**src/rtl/rc_channel_to_servo_pulse_mapper_top_macros.svh**
```systemverilog
// Assertion macros shared by the servo pulse mapper RTL.
`ifndef RC_CHANNEL_TO_SERVO_PULSE_MAPPER_TOP_MACROS_SVH
`define RC_CHANNEL_TO_SERVO_PULSE_MAPPER_TOP_MACROS_SVH

// Check that cons holds in the same cycle as ante.
`define RCSM_ASSERT_NOW(label, ante, cons, msg) \
	label: assert property (@(posedge clk) disable iff (!arst_n) (ante) |-> (cons)) \
		else $error(msg);

// Check that cons holds in the cycle after ante.
`define RCSM_ASSERT_NEXT(label, ante, cons, msg) \
	label: assert property (@(posedge clk) disable iff (!arst_n) (ante) |=> (cons)) \
		else $error(msg);

`endif

```
**src/rtl/rcsm_pkg.sv**
```systemverilog
// Shared types, constants and helpers of the servo pulse mapper.
`default_nettype none
package rcsm_pkg;

	// Default sizes
	localparam int CHANNELS_DEF = 16;
	localparam int OUTPUTS_DEF  = 5;

	// Field widths
	localparam int OUT_IDX_W = 3;
	localparam int CH_IDX_W  = 4;
	localparam int VALUE_W   = 16;
	localparam int COUNT_W   = 8;
	localparam int PULSE_W   = 17;
	localparam int PERIOD_W  = 21;
	localparam int TICKS_W   = 16;
	localparam int CFG_IDX_W = 3;
	localparam int SRC_W     = 4;
	localparam int FS_W      = 10;

	// Register indexes
	localparam logic [CFG_IDX_W-1:0] REG_ENABLE   = 3'd0;
	localparam logic [CFG_IDX_W-1:0] REG_PERIOD   = 3'd1;
	localparam logic [CFG_IDX_W-1:0] REG_MAP      = 3'd2;
	localparam logic [CFG_IDX_W-1:0] REG_TRIGGER  = 3'd3;
	localparam logic [CFG_IDX_W-1:0] REG_FAILSAFE = 3'd4;
	localparam logic [CFG_IDX_W-1:0] REG_TICKS    = 3'd5;

	// Opcodes
	localparam logic [1:0] OP_VALUE = 2'd0;
	localparam logic [1:0] OP_FRAME = 2'd1;
	localparam logic [1:0] OP_TICK  = 2'd2;

	// Arithmetic constants
	localparam logic [9:0]  VALUE_MAX    = 10'd1000;
	localparam logic [9:0]  TRIGGER_MAX  = 10'd1023;
	// ceil(2^30 / 1023): exact x / 1023 for x below 2^20
	localparam logic [20:0] TRIG_RECIP   = 21'd1049602;
	// ceil(2^37 / 625): exact y / 625 for y below 2^27
	localparam logic [27:0] PERIOD_RECIP = 28'd219902326;
	localparam logic [PULSE_W-1:0] PULSE_LIMIT = 17'h1FFFF;

	// Register reset values
	localparam logic [PERIOD_W-1:0] RST_PERIOD   = 21'd499712;
	localparam logic [63:0]         RST_MAP      = 64'h53210;
	localparam logic [63:0]         RST_TRIGGER  = 64'd16;
	localparam logic [63:0]         RST_FAILSAFE = 64'd537395712500;
	localparam logic [TICKS_W-1:0]  RST_TICKS    = 16'd500;

	// Commands from the controller to the datapath
	typedef struct packed {
		logic                 store_wr;
		logic                 arm;
		logic                 disarm;
		logic                 tick_inc;
		logic                 count_frame;
		logic                 count_zero;
		logic                 sel;
		logic                 scale_mul;
		logic                 scale_div;
		logic                 period_mul;
		logic                 period_div;
		logic                 load_out;
		logic                 last;
		logic [OUT_IDX_W-1:0] idx;
	} dp_cmd_t;

	// Status from the datapath to the controller
	typedef struct packed {
		logic enable;
		logic period_nz;
		logic armed;
		logic tick_hit;
		logic out_free;
	} dp_status_t;

	// Configuration data width: the widest register
	function automatic int cfg_width(input int outputs);
		int w;
		w = FS_W * outputs;
		return (w > PERIOD_W) ? w : PERIOD_W;
	endfunction

endpackage
`default_nettype wire

```
**src/rtl/rcsm_regs.sv**
```systemverilog
// Configuration register file of the servo pulse mapper.
`default_nettype none
module rcsm_regs #(
	parameter int OUTPUTS = rcsm_pkg::OUTPUTS_DEF
) (
	input  logic                                   clk,
	input  logic                                   arst_n,
	input  logic                                   cfg_write,
	input  logic [rcsm_pkg::CFG_IDX_W-1:0]         cfg_index,
	input  logic [rcsm_pkg::cfg_width(OUTPUTS)-1:0] cfg_data,
	output logic                                   enable,
	output logic [rcsm_pkg::PERIOD_W-1:0]          pwm_period,
	output logic [rcsm_pkg::SRC_W*OUTPUTS-1:0]     source_map,
	output logic [OUTPUTS-1:0]                     trigger_mask,
	output logic [rcsm_pkg::FS_W*OUTPUTS-1:0]      safe_values,
	output logic [rcsm_pkg::TICKS_W-1:0]           timeout_ticks
);
	import rcsm_pkg::*;

	logic                      enable_q;
	logic [PERIOD_W-1:0]       period_q;
	logic [SRC_W*OUTPUTS-1:0]  map_q;
	logic [OUTPUTS-1:0]        trigger_q;
	logic [FS_W*OUTPUTS-1:0]   failsafe_q;
	logic [TICKS_W-1:0]        ticks_q;

	// Decode writes by register index
	always_ff @(posedge clk or negedge arst_n) begin
		if (!arst_n) begin
			enable_q   <= 1'b1;
			period_q   <= RST_PERIOD;
			map_q      <= RST_MAP[SRC_W*OUTPUTS-1:0];
			trigger_q  <= RST_TRIGGER[OUTPUTS-1:0];
			failsafe_q <= RST_FAILSAFE[FS_W*OUTPUTS-1:0];
			ticks_q    <= RST_TICKS;
		end else if (cfg_write) begin
			unique case (cfg_index)
				REG_ENABLE:   enable_q   <= cfg_data[0];
				REG_PERIOD:   period_q   <= cfg_data[PERIOD_W-1:0];
				REG_MAP:      map_q      <= cfg_data[SRC_W*OUTPUTS-1:0];
				REG_TRIGGER:  trigger_q  <= cfg_data[OUTPUTS-1:0];
				REG_FAILSAFE: failsafe_q <= cfg_data[FS_W*OUTPUTS-1:0];
				REG_TICKS:    ticks_q    <= cfg_data[TICKS_W-1:0];
				default: ;
			endcase
		end
	end

	assign enable        = enable_q;
	assign pwm_period    = period_q;
	assign source_map    = map_q;
	assign trigger_mask  = trigger_q;
	assign safe_values   = failsafe_q;
	assign timeout_ticks = ticks_q;

endmodule
`default_nettype wire

```
**src/rtl/rcsm_dp.sv**
```systemverilog
// Datapath: channel store, timeout counter, pulse arithmetic and output register.
`default_nettype none
`include "rc_channel_to_servo_pulse_mapper_top_macros.svh"
module rcsm_dp #(
	parameter int CHANNELS = rcsm_pkg::CHANNELS_DEF,
	parameter int OUTPUTS  = rcsm_pkg::OUTPUTS_DEF
) (
	input  logic                                clk,
	input  logic                                arst_n,
	input  rcsm_pkg::dp_cmd_t                   cmd,
	output rcsm_pkg::dp_status_t                status,
	input  logic [rcsm_pkg::CH_IDX_W-1:0]       channel_index,
	input  logic [rcsm_pkg::VALUE_W-1:0]        channel_value,
	input  logic [rcsm_pkg::COUNT_W-1:0]        frame_chans,
	input  logic                                enable,
	input  logic [rcsm_pkg::PERIOD_W-1:0]       pwm_period,
	input  logic [rcsm_pkg::SRC_W*OUTPUTS-1:0]  source_map,
	input  logic [OUTPUTS-1:0]                  trigger_mask,
	input  logic [rcsm_pkg::FS_W*OUTPUTS-1:0]   safe_values,
	input  logic [rcsm_pkg::TICKS_W-1:0]        timeout_ticks,
	output logic                                out_valid,
	input  logic                                out_ready,
	output logic [rcsm_pkg::OUT_IDX_W-1:0]      output_index,
	output logic [rcsm_pkg::PULSE_W-1:0]        pulse_steps,
	output logic                                is_failsafe,
	output logic                                last
);
	import rcsm_pkg::*;

	localparam int ChIdxW = (CHANNELS > 1) ? $clog2(CHANNELS) : 1;
	localparam int CntW   = $clog2(CHANNELS + 1);

	logic [VALUE_W-1:0] store_q [CHANNELS];
	logic [CntW-1:0]    count_q;
	logic [TICKS_W-1:0] silence_q;
	logic               armed_q;
	logic [TICKS_W-1:0] silence_next;

	logic [SRC_W-1:0]   src;
	logic               in_range;
	logic [VALUE_W-1:0] raw;
	logic [FS_W-1:0]    fsv;
	logic [9:0]         sel_val;

	logic [9:0]         val_q;
	logic               trig_q;
	logic               fs_q;
	logic [19:0]        x_q;
	logic [40:0]        r_full;
	logic [9:0]         w_q;
	logic [31:0]        prod_q;
	logic [54:0]        q_full;
	logic [17:0]        q_q;
	logic [PULSE_W-1:0] pulse_sat;

	logic                 out_valid_q;
	logic [OUT_IDX_W-1:0] out_idx_q;
	logic [PULSE_W-1:0]   out_pulse_q;
	logic                 out_fs_q;
	logic                 out_last_q;

	// Write channel values into the store
	always_ff @(posedge clk or negedge arst_n) begin
		if (!arst_n) begin
			for (int i = 0; i < CHANNELS; i++) begin
				store_q[i] <= '0;
			end
		end else if (cmd.store_wr && int'(channel_index) < CHANNELS) begin
			store_q[channel_index[ChIdxW-1:0]] <= channel_value;
		end
	end

	// Latch the clamped channel count, or zero to force all failsafe values
	always_ff @(posedge clk or negedge arst_n) begin
		if (!arst_n) begin
			count_q <= '0;
		end else if (cmd.count_frame) begin
			count_q <= (int'(frame_chans) > CHANNELS) ? CntW'(CHANNELS)
				: CntW'(frame_chans);
		end else if (cmd.count_zero) begin
			count_q <= '0;
		end
	end

	// Silence counter and timeout arming
	assign silence_next = silence_q + TICKS_W'(1);

	always_ff @(posedge clk or negedge arst_n) begin
		if (!arst_n) begin
			silence_q <= '0;
			armed_q   <= 1'b0;
		end else if (cmd.arm) begin
			silence_q <= '0;
			armed_q   <= 1'b1;
		end else if (cmd.disarm) begin
			silence_q <= '0;
			armed_q   <= 1'b0;
		end else if (cmd.tick_inc) begin
			silence_q <= silence_next;
		end
	end

	// Select the source value or the failsafe value for the current output
	always_comb begin
		src      = source_map[SRC_W*int'(cmd.idx) +: SRC_W];
		in_range = int'(src) < int'(count_q);
		raw      = in_range ? store_q[src[ChIdxW-1:0]] : '0;
		fsv      = safe_values[FS_W*int'(cmd.idx) +: FS_W];
		if (!in_range) begin
			sel_val = (fsv > VALUE_MAX) ? VALUE_MAX : fsv;
		end else if (trigger_mask[cmd.idx]) begin
			sel_val = (raw > VALUE_W'(TRIGGER_MAX)) ? TRIGGER_MAX : raw[9:0];
		end else begin
			sel_val = (raw > VALUE_W'(VALUE_MAX)) ? VALUE_MAX : raw[9:0];
		end
	end

	// Arithmetic products
	assign r_full = 41'(x_q) * 41'(TRIG_RECIP);
	assign q_full = 55'(prod_q[31:5]) * 55'(PERIOD_RECIP);
	assign pulse_sat = (q_q > 18'(PULSE_LIMIT)) ? PULSE_LIMIT : q_q[PULSE_W-1:0];

	// Step the per-output arithmetic under controller command
	always_ff @(posedge clk) begin
		if (cmd.sel) begin
			val_q  <= sel_val;
			trig_q <= in_range && trigger_mask[cmd.idx];
			fs_q   <= !in_range;
		end
		if (cmd.scale_mul) begin
			x_q <= 20'(val_q) * 20'(VALUE_MAX);
		end
		if (cmd.scale_div) begin
			w_q <= trig_q ? r_full[39:30] : val_q;
		end
		if (cmd.period_mul) begin
			prod_q <= 32'(11'(VALUE_MAX) + 11'(w_q)) * 32'(pwm_period);
		end
		if (cmd.period_div) begin
			q_q <= q_full[54:37];
		end
	end

	// Output register: hold until the transfer completes
	always_ff @(posedge clk or negedge arst_n) begin
		if (!arst_n) begin
			out_valid_q <= 1'b0;
		end else if (cmd.load_out) begin
			out_valid_q <= 1'b1;
		end else if (out_ready) begin
			out_valid_q <= 1'b0;
		end
	end

	always_ff @(posedge clk) begin
		if (cmd.load_out) begin
			out_idx_q   <= cmd.idx;
			out_pulse_q <= pulse_sat;
			out_fs_q    <= fs_q;
			out_last_q  <= cmd.last;
		end
	end

	assign out_valid    = out_valid_q;
	assign output_index = out_idx_q;
	assign pulse_steps  = out_pulse_q;
	assign is_failsafe  = out_fs_q;
	assign last         = out_last_q;

	// Status to the controller
	assign status.enable    = enable;
	assign status.period_nz = (pwm_period != '0);
	assign status.armed     = armed_q;
	assign status.tick_hit  = (silence_next >= timeout_ticks);
	assign status.out_free  = !out_valid_q || out_ready;

	`RCSM_ASSERT_NEXT(a_arm_clears_count, cmd.arm, armed_q && silence_q == '0, "arm did not restart silence count")
	`RCSM_ASSERT_NEXT(a_disarm_clears, cmd.disarm, !armed_q && silence_q == '0, "timeout did not disarm")

endmodule
`default_nettype wire

```
**src/rtl/rcsm_ctrl.sv**
```systemverilog
// Controller: decodes input items and sequences the per-output arithmetic.
`default_nettype none
`include "rc_channel_to_servo_pulse_mapper_top_macros.svh"
module rcsm_ctrl #(
	parameter int OUTPUTS = rcsm_pkg::OUTPUTS_DEF
) (
	input  logic                  clk,
	input  logic                  arst_n,
	input  logic                  in_valid,
	output logic                  in_ready,
	input  logic [1:0]            opcode,
	input  rcsm_pkg::dp_status_t  status,
	output rcsm_pkg::dp_cmd_t     cmd
);
	import rcsm_pkg::*;

	localparam logic [2:0] ST_IDLE = 3'd0;
	localparam logic [2:0] ST_SEL  = 3'd1;
	localparam logic [2:0] ST_XMUL = 3'd2;
	localparam logic [2:0] ST_XDIV = 3'd3;
	localparam logic [2:0] ST_PMUL = 3'd4;
	localparam logic [2:0] ST_PDIV = 3'd5;
	localparam logic [2:0] ST_OUT  = 3'd6;

	logic [2:0]           state_q, state_d;
	logic [OUT_IDX_W-1:0] idx_q, idx_d;
	logic                 take;
	logic                 last_out;

	assign in_ready = (state_q == ST_IDLE);
	assign take     = in_valid && in_ready;
	assign last_out = (idx_q == OUT_IDX_W'(OUTPUTS - 1));

	// Decode the item and step through each output
	always_comb begin
		state_d = state_q;
		idx_d   = idx_q;
		cmd     = '0;
		cmd.idx = idx_q;
		unique case (state_q)
			ST_IDLE: begin
				if (take) begin
					unique case (opcode)
						OP_VALUE: begin
							cmd.store_wr = 1'b1;
						end
						OP_FRAME: begin
							if (status.enable) begin
								cmd.arm         = 1'b1;
								cmd.count_frame = 1'b1;
								if (status.period_nz) begin
									state_d = ST_SEL;
									idx_d   = '0;
								end
							end
						end
						OP_TICK: begin
							if (status.armed) begin
								if (status.tick_hit) begin
									cmd.disarm     = 1'b1;
									cmd.count_zero = 1'b1;
									if (status.enable && status.period_nz) begin
										state_d = ST_SEL;
										idx_d   = '0;
									end
								end else begin
									cmd.tick_inc = 1'b1;
								end
							end
						end
						default: ;
					endcase
				end
			end
			ST_SEL: begin
				cmd.sel = 1'b1;
				state_d = ST_XMUL;
			end
			ST_XMUL: begin
				cmd.scale_mul = 1'b1;
				state_d       = ST_XDIV;
			end
			ST_XDIV: begin
				cmd.scale_div = 1'b1;
				state_d       = ST_PMUL;
			end
			ST_PMUL: begin
				cmd.period_mul = 1'b1;
				state_d        = ST_PDIV;
			end
			ST_PDIV: begin
				cmd.period_div = 1'b1;
				state_d        = ST_OUT;
			end
			ST_OUT: begin
				if (status.out_free) begin
					cmd.load_out = 1'b1;
					cmd.last     = last_out;
					if (last_out) begin
						state_d = ST_IDLE;
					end else begin
						idx_d   = idx_q + OUT_IDX_W'(1);
						state_d = ST_SEL;
					end
				end
			end
			default: begin
				state_d = ST_IDLE;
			end
		endcase
	end

	// Advance state
	always_ff @(posedge clk or negedge arst_n) begin
		if (!arst_n) begin
			state_q <= ST_IDLE;
			idx_q   <= '0;
		end else begin
			state_q <= state_d;
			idx_q   <= idx_d;
		end
	end

	`RCSM_ASSERT_NEXT(a_run_starts_at_zero, state_q == ST_IDLE && state_d == ST_SEL, state_q == ST_SEL && idx_q == '0, "run did not start at output zero")
	`RCSM_ASSERT_NOW(a_idx_in_range, state_q != ST_IDLE, idx_q <= OUT_IDX_W'(OUTPUTS - 1), "output index beyond last output")
	`RCSM_ASSERT_NEXT(a_last_ends_run, cmd.load_out && cmd.last, state_q == ST_IDLE, "run did not end after last output")

endmodule
`default_nettype wire

```
**src/rtl/rc_channel_to_servo_pulse_mapper_top.sv**
```systemverilog
// Top level of the RC channel to servo pulse mapper.
`default_nettype none
// Channel value writes and millisecond ticks are taken while the block is idle. A frame
// end, or a tick that expires the link timeout, starts a run if enabled with a nonzero
// period, producing one result per servo output, in output order, with last set on the
// final one. Each output goes through a six-step sequence (select, trigger rescale
// multiply and reciprocal, period multiply and reciprocal, load of the output register);
// the load waits on out_ready while a result is held, and no new item is taken during a
// run. The output register lets the next output be computed while the previous result
// waits to be transferred. Configuration must be written only while the block is idle,
// through cfg_write/cfg_index/cfg_data; the block itself does not enforce this.
module rc_channel_to_servo_pulse_mapper_top #(
	parameter int CHANNELS = rcsm_pkg::CHANNELS_DEF,
	parameter int OUTPUTS  = rcsm_pkg::OUTPUTS_DEF
) (
	input  logic                                    clk,
	input  logic                                    arst_n,
	input  logic                                    cfg_write,
	input  logic [rcsm_pkg::CFG_IDX_W-1:0]          cfg_index,
	input  logic [rcsm_pkg::cfg_width(OUTPUTS)-1:0] cfg_data,
	input  logic                                    in_valid,
	output logic                                    in_ready,
	input  logic [1:0]                              opcode,
	input  logic [rcsm_pkg::CH_IDX_W-1:0]           channel_index,
	input  logic [rcsm_pkg::VALUE_W-1:0]            channel_value,
	input  logic [rcsm_pkg::COUNT_W-1:0]            frame_chans,
	output logic                                    out_valid,
	input  logic                                    out_ready,
	output logic [rcsm_pkg::OUT_IDX_W-1:0]          output_index,
	output logic [rcsm_pkg::PULSE_W-1:0]            pulse_steps,
	output logic                                    is_failsafe,
	output logic                                    last
);
	import rcsm_pkg::*;

	logic                      enable;
	logic [PERIOD_W-1:0]       pwm_period;
	logic [SRC_W*OUTPUTS-1:0]  source_map;
	logic [OUTPUTS-1:0]        trigger_mask;
	logic [FS_W*OUTPUTS-1:0]   safe_values;
	logic [TICKS_W-1:0]        timeout_ticks;
	dp_cmd_t                   cmd;
	dp_status_t                status;

	// Configuration registers
	rcsm_regs #(
		.OUTPUTS(OUTPUTS)
	) u_regs (
		.clk          (clk),
		.arst_n       (arst_n),
		.cfg_write    (cfg_write),
		.cfg_index    (cfg_index),
		.cfg_data     (cfg_data),
		.enable       (enable),
		.pwm_period   (pwm_period),
		.source_map   (source_map),
		.trigger_mask (trigger_mask),
		.safe_values  (safe_values),
		.timeout_ticks(timeout_ticks)
	);

	// Sequencer
	rcsm_ctrl #(
		.OUTPUTS(OUTPUTS)
	) u_ctrl (
		.clk     (clk),
		.arst_n  (arst_n),
		.in_valid(in_valid),
		.in_ready(in_ready),
		.opcode  (opcode),
		.status  (status),
		.cmd     (cmd)
	);

	// Store, counters and arithmetic
	rcsm_dp #(
		.CHANNELS(CHANNELS),
		.OUTPUTS (OUTPUTS)
	) u_dp (
		.clk          (clk),
		.arst_n       (arst_n),
		.cmd          (cmd),
		.status       (status),
		.channel_index(channel_index),
		.channel_value(channel_value),
		.frame_chans  (frame_chans),
		.enable       (enable),
		.pwm_period   (pwm_period),
		.source_map   (source_map),
		.trigger_mask (trigger_mask),
		.safe_values  (safe_values),
		.timeout_ticks(timeout_ticks),
		.out_valid    (out_valid),
		.out_ready    (out_ready),
		.output_index (output_index),
		.pulse_steps  (pulse_steps),
		.is_failsafe  (is_failsafe),
		.last         (last)
	);

endmodule
`default_nettype wire
```
**config.mk**
```make
export PLATFORM = sky130hd
export DESIGN_NAME = rc_channel_to_servo_pulse_mapper_top
export DESIGN_NICKNAME = d
export VERILOG_FILES = /design/src/rtl/rcsm_pkg.sv /design/src/rtl/rcsm_regs.sv /design/src/rtl/rcsm_dp.sv /design/src/rtl/rcsm_ctrl.sv /design/src/rtl/rc_channel_to_servo_pulse_mapper_top.sv
export VERILOG_INCLUDE_DIRS = /design/src /design/src/rtl
export SDC_FILE = /design/constraint.sdc
export NUM_CORES = 2
export LEC_CHECK = 0
export BUFFER_PORTS_ARGS = -buffer_cell sky130_fd_sc_hd__buf_4
export CAP_MARGIN = 40
export CORE_MARGIN = 4
export CORE_UTILIZATION = 65
export DETAILED_ROUTE_END_ITERATION = 16
export HOLD_SLACK_MARGIN = 0.08
export PLACE_DENSITY = 0.78
export SYNTH_ARGS = -nofsm -noshare
export SYNTH_HDL_FRONTEND = slang
export SYNTH_HIERARCHICAL = 1
export SYNTH_SLANG_ARGS = --single-unit
```
**constraint.sdc**
```tcl
create_clock -name clk -period 9.6 [get_ports clk]
set_input_delay 0.96 -clock clk [delete_from_list [all_inputs] [get_ports clk]]
set_output_delay 0.96 -clock clk [all_outputs]
set_load 0.01 [all_outputs]
```
---- Word level (Yosys, flattened, before mapping) ----
Cells that the tools add are included.
word-level totals
  bits in registers ....................... 509
  word-level logic and storage cells ...... 173
  output and inout port bits .............. 24
  bits of input ports ..................... 88
operators by class
  equal/unequal tests ..................... 23
  magnitude comparators ................... 11
  muxes and demuxes ....................... 63
  bitwise logic cells ..................... 2
  multipliers ............................. 5
  $add $sub $neg .......................... 3
  reduce and logical (&&, ||, !) cells .... 25
  shift operators ......................... 2
operators by type and width
  kind                                                                     count
  256-bit bitwise mux                                                      1
  16-bit two-way mux                                                       7
  16-bit binary-select mux with 4-bit select                               1
  16-bit demux with 4-bit select                                           1
  10-bit two-way mux                                                       6
  27-bit by 27-bit multiplier with 54-bit output (second input constant)   1
  50-bit by 32-bit indexed part select with 10-bit output                  1
  3-bit two-way mux                                                        15
  17-bit by 20-bit multiplier with 36-bit output (second input constant)   1
  16-bit by 10-bit > comparator with 1-bit output (second input constant)  2
  32-bit by 21-bit multiplier with 32-bit output                           1
  3-bit case mux with 7 select lines                                       1
  21-bit nonzero test                                                      1
  20-bit by 6-bit indexed part select with 4-bit output                    1
  3-bit equality test (second input constant)                              6
  18-bit by 17-bit > comparator with 1-bit output (second input constant)  1
  1-bit two-way mux                                                        18
  3-bit case mux with 2 select lines                                       3
  10-bit by 7-bit multiplier with 17-bit output (second input constant)    1
  16-bit by 1-bit adder with 16-bit output (second input constant)         1
  16-bit >= comparator                                                     1
  5-bit two-way mux                                                        3
  3-bit != test (second input constant)                                    5
  2-bit AND reduction                                                      7
  28 further kinds                                                         48

---- Logic depth before layout (Yosys ltp) ----
  word-level depth ........................ 10
  gate-level depth with buffers ........... 27
  mapped depth without buffers ............ 26

---- Modules after synthesis ----
The synthesis kept the hierarchy.
modules (own cells, without submodules)
  module     sequential area each (um^2)  instances  cells each  area each (um^2)
  rcsm_dp    10164.7                      1          3564        39376.5
  rcsm_regs  2881.5                       1          243         4553.1
  rcsm_ctrl  150.1                        1          55          473.0

---- Least setup slack after synthesis ----
Ideal clock, no wire load.
  path type ............................... reg2reg
  from .................................... register u_dp.w_q[3]
  to ...................................... register u_dp.prod_q[31], data pin
  library setup time ...................... 0.260 ns
  data required time ...................... 9.340 ns
  setup slack ............................. 2.829 ns
  path buffers ............................ 1
  cell stages (with the launch flop) ...... 24
  data arrival time ....................... 6.511 ns
  cells stage by stage .................... edfxtp_1 -> ha_1 -> nor3_1 -> nand2_1 -> xnor2_1 -> clkbuf_1 -> nand2_1 -> fa_1 -> fa_1 -> fa_1 -> fa_1 -> fa_1 -> inv_1 -> ha_1 -> a21o_1 -> a21o_1 -> a221o_1 -> a31oi_1 -> a21boi_2 -> a21oi_1 -> o21a_1 -> or4_1 -> a31oi_1 -> xnor2_1
on the way
  longest elaborated chain between the ends .. 2
RTL lines
  what                                            line            text
  from (decl)                                     rcsm_dp.sv:50   logic [9:0] w_q;
  from (signal assigned)                          rcsm_dp.sv:134  w_q <= trig_q ? r_full[39:30] : val_q;
  10-bit by 10-bit adder with 11-bit output       rcsm_dp.sv:137  prod_q <= 32'(11'(VALUE_MAX) + 11'(w_q)) * 32'(pwm_period);
  32-bit by 21-bit multiplier with 32-bit output  rcsm_dp.sv:137
  to (signal assigned)                            rcsm_dp.sv:137
  to (decl)                                       rcsm_dp.sv:51   logic [31:0] prod_q;
Every way passes these cells.
A chain may end at the register's enable or synchronous reset.

---- Worst setup path after layout ----
Same ends and word-level chain as after synthesis.

==> run_results.csv <==
group,metric,value,unit
synthesis,proportion_of_synthesized_chip_area_in_sequential_cells,29.72,%
synthesis,ys_top_cells_by_area,"sky130_fd_sc_hd__fa_1 24%, sky130_fd_sc_hd__dfrtp_1 20%, sky130_fd_sc_hd__ha_1 13%, sky130_fd_sc_hd__mux2_2 8.2%, sky130_fd_sc_hd__edfxtp_1 7.2%",
timing,final.setup.tns,0,ps
finish,synthToLayoutAreaGrowth,7.955,%
place,port-buffer-count,111,
setup_path,worst_ep_arrival_time,7980,ps
timing,post-route-period-util,79.82,%
hold_path,hold_path.class,"primary input to asynchronous set/reset pin",
global_routing,grt_pass1_wl,165.1,mm
synthesis,ys_seq_elements,504,
outcome,status,"finished clean",
setup_path,critical_path.endpoint_type,"register",
floorplanning,starting_density_of_the_core,65.88,%
drt,drc_errors,0,
floorplanning,dieArea,72560,sq um
timing,clock.fmax,130.5,MHz
global_routing,grt_use_total,28.79,%
synthesis,avgSynthCellArea,11.50,sq um
finish,finalNetCount,4996,
cts,cts.sink_count,504,
synthesis,synthCells,3862,
setup_path,crit_path_max_fanout,23,
place,detailedPlacementHpwl,79.50,mm
timing,unrepaired_setup_endpoints_after_global_routing,"false",
cts,clk_pin_slew,60,ps
timing,hold_viol_final,0,
floorplanning,rows,95,
synthesis,synth.top_cells.by_count,"739 x sky130_fd_sc_hd__inv_1, 524 x sky130_fd_sc_hd__fa_1, 450 x sky130_fd_sc_hd__ha_1, 355 x sky130_fd_sc_hd__dfrtp_1, 325 x sky130_fd_sc_hd__mux2_2",
cts,tritoncts,"yes",
floorplanning,area_of_the_core,67400,sq um
synthesis,mappedNetlistNets,4924,
cts,ctsResizeCount,0,
cts,cts_htree_levels,2,
synthesis,netlist-cell-type-count,88,
drt,wl_per_cell,21.19,microns
setup_path,cp_common_cell,"sky130_fd_sc_hd__fa_1",
drt,detailedRoute.firstIterationViolations,2022,
setup_path,path_cells,"a21oi_1 -> nor3b_1 -> nand2_1 -> and2_1 -> fa_1 -> fa_1 -> fa_1 -> fa_1 -> inv_1 -> fa_1 -> inv_1 -> ha_1 -> and4_1 -> a221o_1 -> a31oi_1 -> a21boi_2 -> a21oi_1 -> o21a_1 -> or4_1 -> a31oi_1 -> xnor2_1",
cts,buffer_cell_driving_the_clock_tree_root,"sky130_fd_sc_hd__clkbuf_16",
cts,numCtsBuffers,54,
timing,period_minus_slack,7662,ps
timing,actual_transition_at_the_worst_max_transition_pin,880.2,ps
cts,holdBufCountCts,0,
drt,vias_per_cell,5.818,
place,gp_congestion,0.9941,
synthesis,netlist.top_cell.by_area,"sky130_fd_sc_hd__fa_1",
flow_run,cap_viol_max_count,0,
cts,cts_setup_buffers,0,
drt,drtPass1Iterations,5,
cts,clkLatencyLatePin,650,ps
synthesis,synth_enable_flop_cells,106,
setup_path,critical-path-slowest-cell,"sky130_fd_sc_hd__edfxtp_1",
synthesis,synth_warnings,6,
setup_path,timing.critical_path.slowest_cell_delay,670,ps
finish,num-fill-cells,4718,
synthesis,synthFlopType,"sky130_fd_sc_hd__dfrtp_1",
setup_path,worstSetupStartpointType,"register",
drt,vias_after_detailed_routing,28240,
drt,ant_nets,0,
synthesis,async_s_r_ff_share_synth,78.97,%
timing,maxSlewHeadroom,41.32,%
timing,final.setup_skew,86.84,ps
cts,clockBufferDepth,3,
timing,slew_violations,0,
synthesis,synth_largest_type_area_fraction,23.62,%
setup_path,worstSetupPathType,"register to register",
finish,ratio_of_cells_with_drive_above_1_in_the_final_layout,18.27,%
drt,routed_wl,102.8,mm
timing,finalSetupViolations,0,
setup_path,worst_ep_required_time,9920,ps
finish,sequential_cell_area,13200,sq um
setup_path,setup_slack_of_the_most_critical_reg_to_reg_path,1940,ps
floorplanning,io_pins,112,
synthesis,syn-cell-area,44400,sq um
floorplanning,fp.dieH,269.4,microns
synthesis,synth.most_common_cell,"sky130_fd_sc_hd__inv_1",
finish,multi_input_area,27710,sq um
global_routing,antenna_found_initial,3,
floorplanning,die_width,269.4,microns
global_routing,grt_max_degree,152,
global_routing,globalRouteOverflowTotal,0,
global_routing,grt_pass1_vias,30530,
==> critical path, delay by kind of cell (launching register included) <==
kind	cells	cell delay, ps
AOI/OAI and AO/OA	7	1730
xor gates and xnor gates	1	80
adders and majority gates	6	2940
buffers and inverters	2	90
DFF	1	670
and+or+nand+nor	5	1790
==> area by class of cell <==
type	instances	share of cell area (%)
well taps	873	2.279
clock inverters	23	0.6265
repair buffers	154	2.626
diodes	2	0.01044
clock buffers	78	3.312
inverters	741	5.803
multi-input cells	2479	57.81
flip-flops and latches	504	27.53
==> registers in the layout (all words and copies together) (netlist names), 10 cells and up <==
name and flops:
u_dp/q_q 18, u_dp/val_q 10, u_dp/pulse_steps 17, u_regs/source_map 20, u_dp/silence_q 16, u_regs/safe_values 50
u_dp/x_q 17, u_regs/timeout_ticks 16, u_dp/prod_q 27, u_dp/store_q 256, u_dp/w_q 10, u_regs/pwm_period 21
==> logic make-up (layout without fill, tap and decap cells) <==
group	Yosys count	after routing	synth area share (%)
AOI/OAI and AO/OA	278	278	4.207
xor gates and xnor gates	101	101	1.992
adders and majority gates	974	974	36.31
buffers and inverters	879	996	7.921
DFF	504	504	29.72
muxes	457	457	12.07
other	0	2	0
and+or+nand+nor	669	669	7.780
==> metal layers <==
metal  up-vias  global-route usage, %  share of wire, %
li1      12710                      -                 -
met1     14380                  38.13                41
met2       883                  47.17                48
met3       271                  5.174               6.3
met4         2                  12.71               4.8
met5         -                      0             0.013
==> cell usage in the layout (no fill, tap or decap), types with 17 or more instances in the layout <==
| cell type | Yosys | routed |
|---|---|---|
| sky130_fd_sc_hd__nor3_1 | 31 | 30 |
| sky130_fd_sc_hd__o21a_1 | 18 | 18 |
| sky130_fd_sc_hd__ha_1 | 450 | 450 |
| sky130_fd_sc_hd__nor2_1 | 105 | 104 |
| sky130_fd_sc_hd__buf_4 | 10 | 141 |
| sky130_fd_sc_hd__or2_2 | 22 | 22 |
| sky130_fd_sc_hd__or4_1 | 17 | 17 |
| sky130_fd_sc_hd__nor4_1 | 23 | 23 |
| sky130_fd_sc_hd__and3_1 | 21 | 21 |
| sky130_fd_sc_hd__edfxtp_1 | 106 | 106 |
| sky130_fd_sc_hd__nand3_1 | 38 | 38 |
| sky130_fd_sc_hd__fa_1 | 524 | 524 |
| sky130_fd_sc_hd__mux2_2 | 325 | 325 |
| sky130_fd_sc_hd__and2_1 | 88 | 88 |
| sky130_fd_sc_hd__o22ai_1 | 30 | 30 |
| sky130_fd_sc_hd__mux2_4 | 51 | 51 |
| sky130_fd_sc_hd__xor2_1 | 39 | 39 |
| sky130_fd_sc_hd__dfrtp_1 | 355 | 355 |
| sky130_fd_sc_hd__a21oi_1 | 65 | 65 |
| sky130_fd_sc_hd__inv_1 | 739 | 739 |
| sky130_fd_sc_hd__clkbuf_16 | 0 | 56 |
| sky130_fd_sc_hd__xnor2_1 | 62 | 62 |
| sky130_fd_sc_hd__dfstp_2 | 43 | 43 |
| sky130_fd_sc_hd__nand2b_1 | 31 | 31 |
| sky130_fd_sc_hd__mux2i_1 | 71 | 71 |
| sky130_fd_sc_hd__o21ai_0 | 38 | 38 |
| sky130_fd_sc_hd__nor2b_1 | 20 | 20 |
| sky130_fd_sc_hd__a21o_1 | 28 | 27 |
| sky130_fd_sc_hd__nand2_1 | 210 | 210 |
==> metrics by stage <==
stage	worst slack (ps)	cell area (sq um)	hold slack, ps	cells	util, %
5_1_grt	1382	47930	416.8	4852	71.12
3_3_place_gp	2092	45860	479.7	4738	68.05
2_1_floorplan	2829	44400	400.3	3862	-
3_5_place_dp	2016	46040	483.4	4751	68.32
4_1_cts	1917	47930	392.9	4852	71.12
6_report	1938	47930	339.6	4854	71.12
==> final timing paths <==
kind,cells after the start,start,end
max reg2reg,21,u_dp/w_q[3],u_dp/prod_q[31]
min,1,arst_n,u_dp/store_q[159]
max in group asynchronous,4,arst_n,u_regs/pwm_period[12]
min in group clk,1,u_dp/store_q[60],u_dp/store_q[60]
max,21,u_dp/w_q[3],u_dp/prod_q[31]
min reg2reg,1,u_dp/store_q[60],u_dp/store_q[60]
Power is left out: the tool's default activity adds up to more than one toggle a clock period on the data nets, which glitch-free logic cannot reach.
